### src/rtl/dice_bigram_similarity_macros.svh
// assertion macros shared by the similarity block
`ifndef DICE_BIGRAM_SIMILARITY_MACROS_SVH
`define DICE_BIGRAM_SIMILARITY_MACROS_SVH

// same-cycle implication, checked outside reset
`define DBS_ASSERT_IMP(lbl, ante, cons, msg) \
  lbl: assert property (@(posedge clk_i) disable iff (!rst_ni) (ante) |-> (cons)) \
    else $error(msg);

// next-cycle implication, checked outside reset
`define DBS_ASSERT_NXT(lbl, ante, cons, msg) \
  lbl: assert property (@(posedge clk_i) disable iff (!rst_ni) (ante) |=> (cons)) \
    else $error(msg);

`endif

### src/rtl/dbs_pkg.sv
// types and constants of the bigram similarity block
package dbs_pkg;

  // character and table geometry
  localparam int unsigned CHAR_WIDTH  = 8;
  localparam int unsigned BYTE_W      = 8;
  localparam int unsigned IDX_W       = 2 * CHAR_WIDTH;
  localparam int unsigned TABLE_DEPTH = 1 << IDX_W;
  localparam int unsigned FLAG_W      = 2;

  // counters and score
  localparam int unsigned CNT_W = 17;
  localparam int unsigned DEN_W = CNT_W + 1;
  localparam int unsigned REM_W = DEN_W + 1;
  localparam logic [CNT_W-1:0] SCORE_ONE = CNT_W'(1) << (CNT_W - 1);

  // divider sequencing: one quotient bit per cycle
  localparam int unsigned DIV_STEPS = CNT_W;
  localparam int unsigned DIV_CNT_W = $clog2(DIV_STEPS + 1);

  // length saturates at two
  localparam logic [1:0] LEN_ONE = 2'd1;
  localparam logic [1:0] LEN_TWO = 2'd2;

  // flag bits of one table entry
  localparam logic [FLAG_W-1:0] FLAG_FIRST  = 2'b01;
  localparam logic [FLAG_W-1:0] FLAG_SECOND = 2'b10;

  typedef enum logic [1:0] {
    KIND_FIRST   = 2'd0,
    KIND_SECOND  = 2'd1,
    KIND_COMPARE = 2'd2
  } kind_e;

  typedef enum logic [2:0] {
    ST_CLEAR,
    ST_IDLE,
    ST_UPDATE,
    ST_DIVIDE,
    ST_RESULT
  } state_e;

  // divider status towards the sequencer
  typedef struct packed {
    logic busy;
    logic done;
  } div_stat_t;

  // flag table write port
  typedef struct packed {
    logic              en;
    logic [IDX_W-1:0]  addr;
    logic [FLAG_W-1:0] data;
  } mem_wr_t;

endpackage

### src/rtl/dbs_div.sv
// restoring divider, one quotient bit per cycle
module dbs_div (
  input  logic                      clk_i,
  input  logic                      rst_ni,
  input  logic                      start_i,
  input  logic [dbs_pkg::CNT_W-1:0] shared_i,
  input  logic [dbs_pkg::DEN_W-1:0] den_i,
  output dbs_pkg::div_stat_t        stat_o,
  output logic [dbs_pkg::CNT_W-1:0] quo_o
);
  import dbs_pkg::*;

  logic [REM_W-1:0]     rem_q, rem_d;
  logic [CNT_W-1:0]     quo_q, quo_d;
  logic [DEN_W-1:0]     den_q;
  logic [DIV_CNT_W-1:0] cnt_q, cnt_d;
  logic                 busy_q, busy_d;
  logic                 done_q, done_d;
  logic [REM_W-1:0]     shifted;
  logic [REM_W-1:0]     den_ext;
  logic                 fits;

  // one shift, compare and subtract step
  assign shifted = {rem_q[REM_W-2:0], 1'b0};
  assign den_ext = {1'b0, den_q};
  assign fits    = (shifted >= den_ext);

  always_comb begin
    rem_d  = rem_q;
    quo_d  = quo_q;
    cnt_d  = cnt_q;
    busy_d = busy_q;
    done_d = 1'b0;
    if (start_i) begin
      // dividend is shared << 17, so the remainder starts at shared
      rem_d  = REM_W'(shared_i);
      quo_d  = '0;
      cnt_d  = DIV_CNT_W'(DIV_STEPS);
      busy_d = 1'b1;
    end else if (busy_q) begin
      rem_d = fits ? (shifted - den_ext) : shifted;
      quo_d = {quo_q[CNT_W-2:0], fits};
      cnt_d = cnt_q - DIV_CNT_W'(1);
      if (cnt_q == DIV_CNT_W'(1)) begin
        busy_d = 1'b0;
        done_d = 1'b1;
      end
    end
  end

  // control state
  always_ff @(posedge clk_i or negedge rst_ni) begin
    if (!rst_ni) begin
      busy_q <= 1'b0;
      done_q <= 1'b0;
      cnt_q  <= '0;
    end else begin
      busy_q <= busy_d;
      done_q <= done_d;
      cnt_q  <= cnt_d;
    end
  end

  // datapath
  always_ff @(posedge clk_i) begin
    rem_q <= rem_d;
    quo_q <= quo_d;
    if (start_i) begin
      den_q <= den_i;
    end
  end

  assign stat_o.busy = busy_q;
  assign stat_o.done = done_q;
  assign quo_o       = quo_q;

endmodule

### config.mk
export PLATFORM = sky130hd
export DESIGN_NAME = dbs_div
export DESIGN_NICKNAME = d
export VERILOG_FILES = /design/src/rtl/dice_bigram_similarity_macros.svh /design/src/rtl/dbs_pkg.sv /design/src/rtl/dbs_div.sv
export SDC_FILE = /design/constraint.sdc
export NUM_CORES = 1
export LEC_CHECK = 0
export BUFFER_PORTS_ARGS = -buffer_cell sky130_fd_sc_hd__buf_4
export CAP_MARGIN = 20
export CORE_UTILIZATION = 50
export DETAILED_ROUTE_END_ITERATION = 6
export HOLD_SLACK_MARGIN = 0.1
export PLACE_DENSITY = 0.72
export SLEW_MARGIN = 0
export SYNTH_ARGS = -nofsm -noshare
export SYNTH_HDL_FRONTEND = slang
export SYNTH_SLANG_ARGS = --single-unit
### constraint.sdc
create_clock -name clk_i -period 3.2 [get_ports clk_i]
set_input_delay 0.8 -clock clk_i [delete_from_list [all_inputs] [get_ports clk_i]]
set_output_delay 0.8 -clock clk_i [all_outputs]
set_load 0.1 [all_outputs]
==> results of run 1 <==
==> synth_stat cells, drive strengths merged, types with 5 or more instances <==
cell type / count
edfxtp: 35
nor2: 35
inv: 27
mux2i: 24
nand2: 24
ha: 20
dfxtp: 18
o21ai: 18
a21oi: 16
xnor2: 10
buf: 8
clkbuf: 8
dfrtp: 7
nor3: 7
nor3b: 7
xor2: 6
a21o: 5
==> logic make-up (layout without fill, tap and decap cells) <==
family | Yosys count | count (layout) | synth area share
muxes | 25 | 25 | 0.0730
and+or+nand+nor | 104 | 104 | 0.149
adders and majority gates | 21 | 21 | 0.0784
xor gates and xnor gates | 16 | 16 | 0.0407
DFF | 60 | 60 | 0.460
AOI/OAI and AO/OA | 72 | 72 | 0.146
buffers and inverters | 43 | 102 | 0.0526
==> metal layers <==
layer  routed length (um)  up-vias  global-route usage
met3                  569       16              0.0700
met1                 3290     1270               0.282
met4                  145        0              0.0847
met5                    0        -                   0
li1                     -     1327                   -
met2                 3300      118               0.329
==> cell type report <==
class                      instances  area (um^2)  area share
timing repair buffer              59          443       0.108
multi-input combinational        238         1680       0.409
clock inverter                     3         18.8     0.00457
tap                               77         96.3      0.0235
clock buffer                      13          180      0.0439
sequential                        60         1590       0.387
inverter                          27          101      0.0247
==> sequential cells by signal (all words and copies together), names as in the netlist <==
register,flops
quo_o,17
rem_q,18
done_q,1
cnt_q,5
den_q,18
busy_q,1
==> metrics by stage <==
stage / std cells / utilization / cell area [um^2]
after global placement: 461 / 0.601 / 3910
final: 477 / 0.632 / 4100
after floorplan: 341 / - / 3450
after detailed placement: 461 / 0.601 / 3910
after global routing: 477 / 0.632 / 4100
after CTS: 477 / 0.632 / 4100
==> power groups by stage <==
stage               combinational, mW  sequential, mW  clock, mW
detailed placement               1.91            1.17          0
global route                     2.12            1.18      0.717
CTS                              1.92            1.15      0.678
finish                           1.95            1.16      0.669
global placement                 1.88            1.16          0
floorplan                        1.50            1.22          0
==> how the worst max path moves through the flow <==
stage                    from         to  cells after the start
CTS                 rem_q[15]  rem_q[15]                      7
finish              rem_q[13]  rem_q[15]                      7
global route         rem_q[1]   rem_q[9]                      7
floorplan           rem_q[15]  rem_q[15]                      8
global placement    rem_q[15]  rem_q[15]                      7
detailed placement  rem_q[15]  rem_q[15]                      7
==> results.md, run 1 <==
* R2r endpoint: rem_q[15]
* Syn Area/Cell at 10.1 um^2
* CTS H-Tree Depth at 3
* Startpoint Class: flip-flop
* Leading cell type in the layout, fill and taps excluded: buf_4
* Initial antenna violation count at 0
* CTS root buffer: clkbuf_8
* Layout area overhead at 19.1%
* I/O Buffers at 56
* Sw frac at 0.408
* Unrepaired setup endpoints after global routing: no
* Post_cts resized at 0
* Primary FF master, synth: edfxtp_1
* Combinational Power Share at 0.516
* Crit path DAT at 3.00 ns
* Worst path required time at 3.29 ns
* Syn_nets at 400
* Wire per inst at 15.3 um
* DP HPWL at 5150 um
* CP cell instances: ha_1, a21oi_1, o21ai_0, a311oi_2, a31oi_4, and2_4, a221o_1
* Hold-fix buffers, CTS at 0
* Worst VDD drop at 0.000548 V
* Net switching power at 1.54 mW
* Share of layout cells above drive strength 1 at 0.210
* CTS clk-pin slew, worst paths at 0.07 ns
* First drt pass iteration count at 5
* Clock share of power at 0.177
* #FFs+latches synth at 60
* Place WS at 0.343 ns
* DRC at 0
* Post-Syn Instances at 341
* Power Total at 3.77 mW
* Period utilization at 0.910
* Initial DRC Count at 223
* Global-route wire length before repair at 12,000 um
* Dominant cell type by area after synthesis: edfxtp_1
* Area of the die at 0.00723 mm^2
* Layout fillers at 527
* Max transition margin at 0.460
* Grt ovf at 0
* Worst hold path type: input pin to async pin
* Longest Clk Path Bufs at 2
* Final Hold Vio Count at 0
* DIE WIDTH at 85.0 um
* Netlist Area Pre-Place at 0.00345 mm^2
* Via/cell ratio at 5.73
* Crit-path leading delay family: compound AO/OA/AOI/OAI gates
* Core area at 0.00649 mm^2
* Buf+Inv Stages, Crit Path at 0
* Fmax at 0.343 GHz
* Post-CTS Setup Bufs at 0
* Reg2Reg Depth at 7
* Synth unique cells at 58
* Final Skew at 0.00740 ns
* DR vias at 2,731
* Synth warn at 0
* Largest net degree at the start of global routing at 31
* Setup tns final at 0 ns
* Largest fanout on the critical path at 25
* CP Capture Type: flip-flop
* Post-layout nets at 454
* Slew @ Worst Pin at 0.809 ns
* Crit Path Class: flip-flop to flip-flop
* Clk Latency, worst-skew pair at 0.33 ns
* Flop pwr share at 0.306
* Total GRT Usage at 0.215
* FP Rows at 29
* Inserted Diodes at 0
* Internal power at 2.23 mW
* Worst reg2reg startpoint: rem_q[13]
* Vias in the first global route at 2,597
* Total CTS buffers at 9
* Status: completed
* Top post-synthesis cells by area: edfxtp_1 31%, dfxtp_1 10%, ha_1 7.3%
* Final Wtd Congestion at 0.917
* CTS sink cnt at 60
* Initial core utilization at 0.531
* Final WL at 7310 um
* Final hold slack at 0.263 ns
* Fraction of registers with async set or reset after synthesis at 0.117
* Critical path's largest stage delay at 0.41 ns
* Max_cap viols at 0
* CTS tree: done
* Slowest CP cell: ha_1
* Sequential share of the synthesized area at 0.460
* Worst setup margin at 0.287 ns
* Routed Antenna Nets at 0
* Cell area power density at 919 mW/mm^2
* I/O Pins at 57
* LEAKAGE at 1.93 nW
* Slew Viols, Final at 0
* Final setup violation count at 0
* Min cycle time layout at 2.91 ns
* Most frequent cells in the layout: 59 x buf_4, 35 x nor2_1, 35 x edfxtp_1
* Yosys top cell area share at 0.305
* Die Y at 85.0 um
* EDFF count, synth at 35
* FF-to-FF setup slack at 0.29 ns
(Power assumes the default switching activity.)
==> run 2: changes to the inputs <==
Settings changed: CORE_UTILIZATION 50 to 39, PLACE_DENSITY 0.72 to default, SETUP_SLACK_MARGIN from default to 0.5.
==> run 2 against run 1 <==
Die area rose by 27%. Critical path depth did not move. Highest routed layer unchanged. Cell count rose by 6.9%. Clock power rose by 3.1%.
==> results.md, run 2 (same netlist as run 1, synthesis figures left out) <==
* Status: completed (unchanged)
* Final WL at 7710 um (was 7310 um)
* I/O Pins at 57 (unchanged)
* Largest net degree at the start of global routing at 46 (was 31)
* Layout area overhead at 24.3% (was 19.1%)
* Total CTS buffers at 9 (unchanged)
* Routed Antenna Nets at 0 (unchanged)
* Reg2Reg Depth at 7 (unchanged)
* CTS sink cnt at 60 (unchanged)
* CP most frequent cell: a211o_1
* Slew @ Worst Pin at 0.765 ns (was 0.809 ns)
* Longest Clk Path Bufs at 2 (unchanged)
* Buf+Inv Stages, Crit Path at 0 (unchanged)
* Worst path required time at 3.30 ns (was 3.29 ns)
* Clk Latency, worst-skew pair at 0.35 ns (was 0.33 ns)
* Slowest CP cell: edfxtp_1 (was ha_1)
* First drt pass iteration count at 4 (was 5)
* I/O Buffers at 56 (unchanged)
* Crit Path Class: flip-flop to flip-flop (unchanged)
* CP cell instances: ha_1, a21o_1, a211o_1, a311oi_4, a31oi_4, o211a_1, a211o_1 (was ha_1, a21oi_1, o21ai_0, a311oi_2, a31oi_4, and2_4, a221o_1)
* Initial DRC Count at 131 (was 223)
* CTS tree: done (unchanged)
* Largest fanout on the critical path at 12 (was 25)
* Inserted Diodes at 0 (unchanged)
* CTS clk-pin slew, worst paths at 0.08 ns (was 0.07 ns)
* Global-route wire length before repair at 12,600 um (was 12,000 um)
* Wire per inst at 15.1 um (was 15.3 um)
* Max_cap viols at 0 (unchanged)
* Post-layout nets at 459 (was 454)
* Leading cell type in the layout, fill and taps excluded: buf_4 (unchanged)
* Final Wtd Congestion at 0.830 (was 0.917)
* Worst VDD drop at 0.000301 V (was 0.000548 V)
* Grt ovf at 0 (unchanged)
* Crit path DAT at 2.69 ns (was 3.00 ns)
* Vias in the first global route at 2,638 (was 2,597)
* CP Launch Point: rem_q[15] (was rem_q[13])
* Die Y at 96.0 um (was 85.0 um)
* DP HPWL at 5430 um (was 5150 um)
* Worst hold path type: input pin to async pin (unchanged)
* R2r endpoint: rem_q[11] (was rem_q[15])
* CTS root buffer: clkbuf_8 (unchanged)
* Share of layout cells above drive strength 1 at 0.247 (was 0.210)
* DR vias at 2,691 (was 2,731)
* Most frequent cells in the layout: 62 x buf_4, 35 x edfxtp_1, 33 x nor2_1 (was 59 x buf_4, 35 x nor2_1, 35 x edfxtp_1)
* Final hold slack at 0.246 ns (was 0.263 ns)
* Core Util, Final at 0.511 (was 0.632)
* Final Skew at 0.0108 ns (was 0.00740 ns)
* Crit-path leading delay family: compound AO/OA/AOI/OAI gates (unchanged)
* Final setup violation count at 0 (unchanged)
* Core area at 0.00838 mm^2 (was 0.00649 mm^2)
* Area of the die at 0.00922 mm^2 (was 0.00723 mm^2)
* Max transition margin at 0.489 (was 0.460)
* LEAKAGE at 1.95 nW (was 1.93 nW)
* Critical path's largest stage delay at 0.40 ns (was 0.41 ns)
* DRC at 0 (unchanged)
* FF-to-FF setup slack at 0.61 ns (was 0.29 ns)
* Placed cell area at 0.00394 mm^2 (was 0.00391 mm^2)
* Power Total at 4.05 mW (was 3.77 mW)
* Unrepaired setup endpoints after global routing: no (unchanged)
* Layout fillers at 788 (was 527)
* DIE WIDTH at 96.0 um (was 85.0 um)
* CP Capture Type: flip-flop (unchanged)
* Setup tns final at 0 ns (unchanged)
* Worst reg2reg startpoint: rem_q[15] (was rem_q[13])
* Period utilization at 0.810 (was 0.910)
* Finished layout cell area at 0.00428 mm^2 (was 0.00410 mm^2)
* FP Rows at 33 (was 29)
* Slew Viols, Final at 0 (unchanged)
* Min cycle time layout at 2.59 ns (was 2.91 ns)
* Startpoint Class: flip-flop (unchanged)
* Via/cell ratio at 5.28 (was 5.73)
* Cell area power density at 945 mW/mm^2 (was 919 mW/mm^2)
* Initial antenna violation count at 0 (unchanged)
* Total GRT Usage at 0.182 (was 0.215)
* Fmax at 0.386 GHz (was 0.343 GHz)
* CTS H-Tree Depth at 3 (unchanged)
* Initial core utilization at 0.411 (was 0.531)
* Final Hold Vio Count at 0 (unchanged)
-- run 2: cell count changes in the layout (fill, tap and decap cells not counted), moves of 2 or more --
| cell | previous run | this run |
|---|---|---|
| ha_1 | 20 | 17 |
| a21oi_1 | 16 | 13 |
| clkinv_2 | 2 | 0 |
| clkbuf_8 | 11 | 9 |
| ha_4 | 0 | 3 |
| nor2_1 | 35 | 33 |
| buf_4 | 59 | 62 |
| nor2_2 | 0 | 2 |
| inv_6 | 0 | 4 |
| a21oi_2 | 0 | 3 |
-- run 2: layout make-up --
class	count	area [um^2]	area share
clock inverter	6	50.0	0.0117
timing repair buffer	63	485	0.113
sequential	60	1590	0.370
tap	105	131	0.0307
inverter	27	101	0.0237
clock buffer	10	149	0.0348
multi-input combinational	239	1780	0.416
-- run 2: worst max path at each step --
stage,endpoint,slack [ns],cells past startpoint
2_1_floorplan,rem_q[15],0.73,8
4_1_cts,rem_q[1],0.52,8
5_1_grt,rem_q[1],0.50,8
3_3_place_gp,rem_q[15],0.40,7
6_report,rem_q[11],0.61,7
3_5_place_dp,rem_q[1],0.30,7
-- run 2: repair_timing --
item | 4_1_cts | 5_1_grt
hold endpoints to repair | 0 | 0
endpoints found under the setup margin | 16 | 16
resized for setup | 3 | 11
pin swaps | 1 | 3
cloned | 1 | 0
setup buffers | 3 | 1
hold buffers | 0 | 0
-- run 2: routing by layer --
layer,wire [um],share of wire,track usage,vias up
met5,0,0,0,-
met4,127,0.016,0.0821,0
met3,308,0.040,0.0419,9
met2,3490,0.45,0.271,57
met1,3780,0.49,0.252,1278
li1,-,-,-,1347
-- run 2: stage by stage --
| step | std cells | worst slack [ns] |
|---|---|---|
| after CTS | 509 | 0.520 |
| after global placement | 489 | 0.399 |
| final | 510 | 0.607 |
| after floorplan | 341 | 0.727 |
| after detailed placement | 489 | 0.299 |
| after global routing | 510 | 0.503 |
-- run 2: where the power goes --
| group | internal (mW) | switching [mW] |
|---|---|---|
| logic | 0.979 | 1.21 |
| clock network | 0.341 | 0.349 |
| registers | 1.04 | 0.123 |
| total | 2.36 | 1.68 |
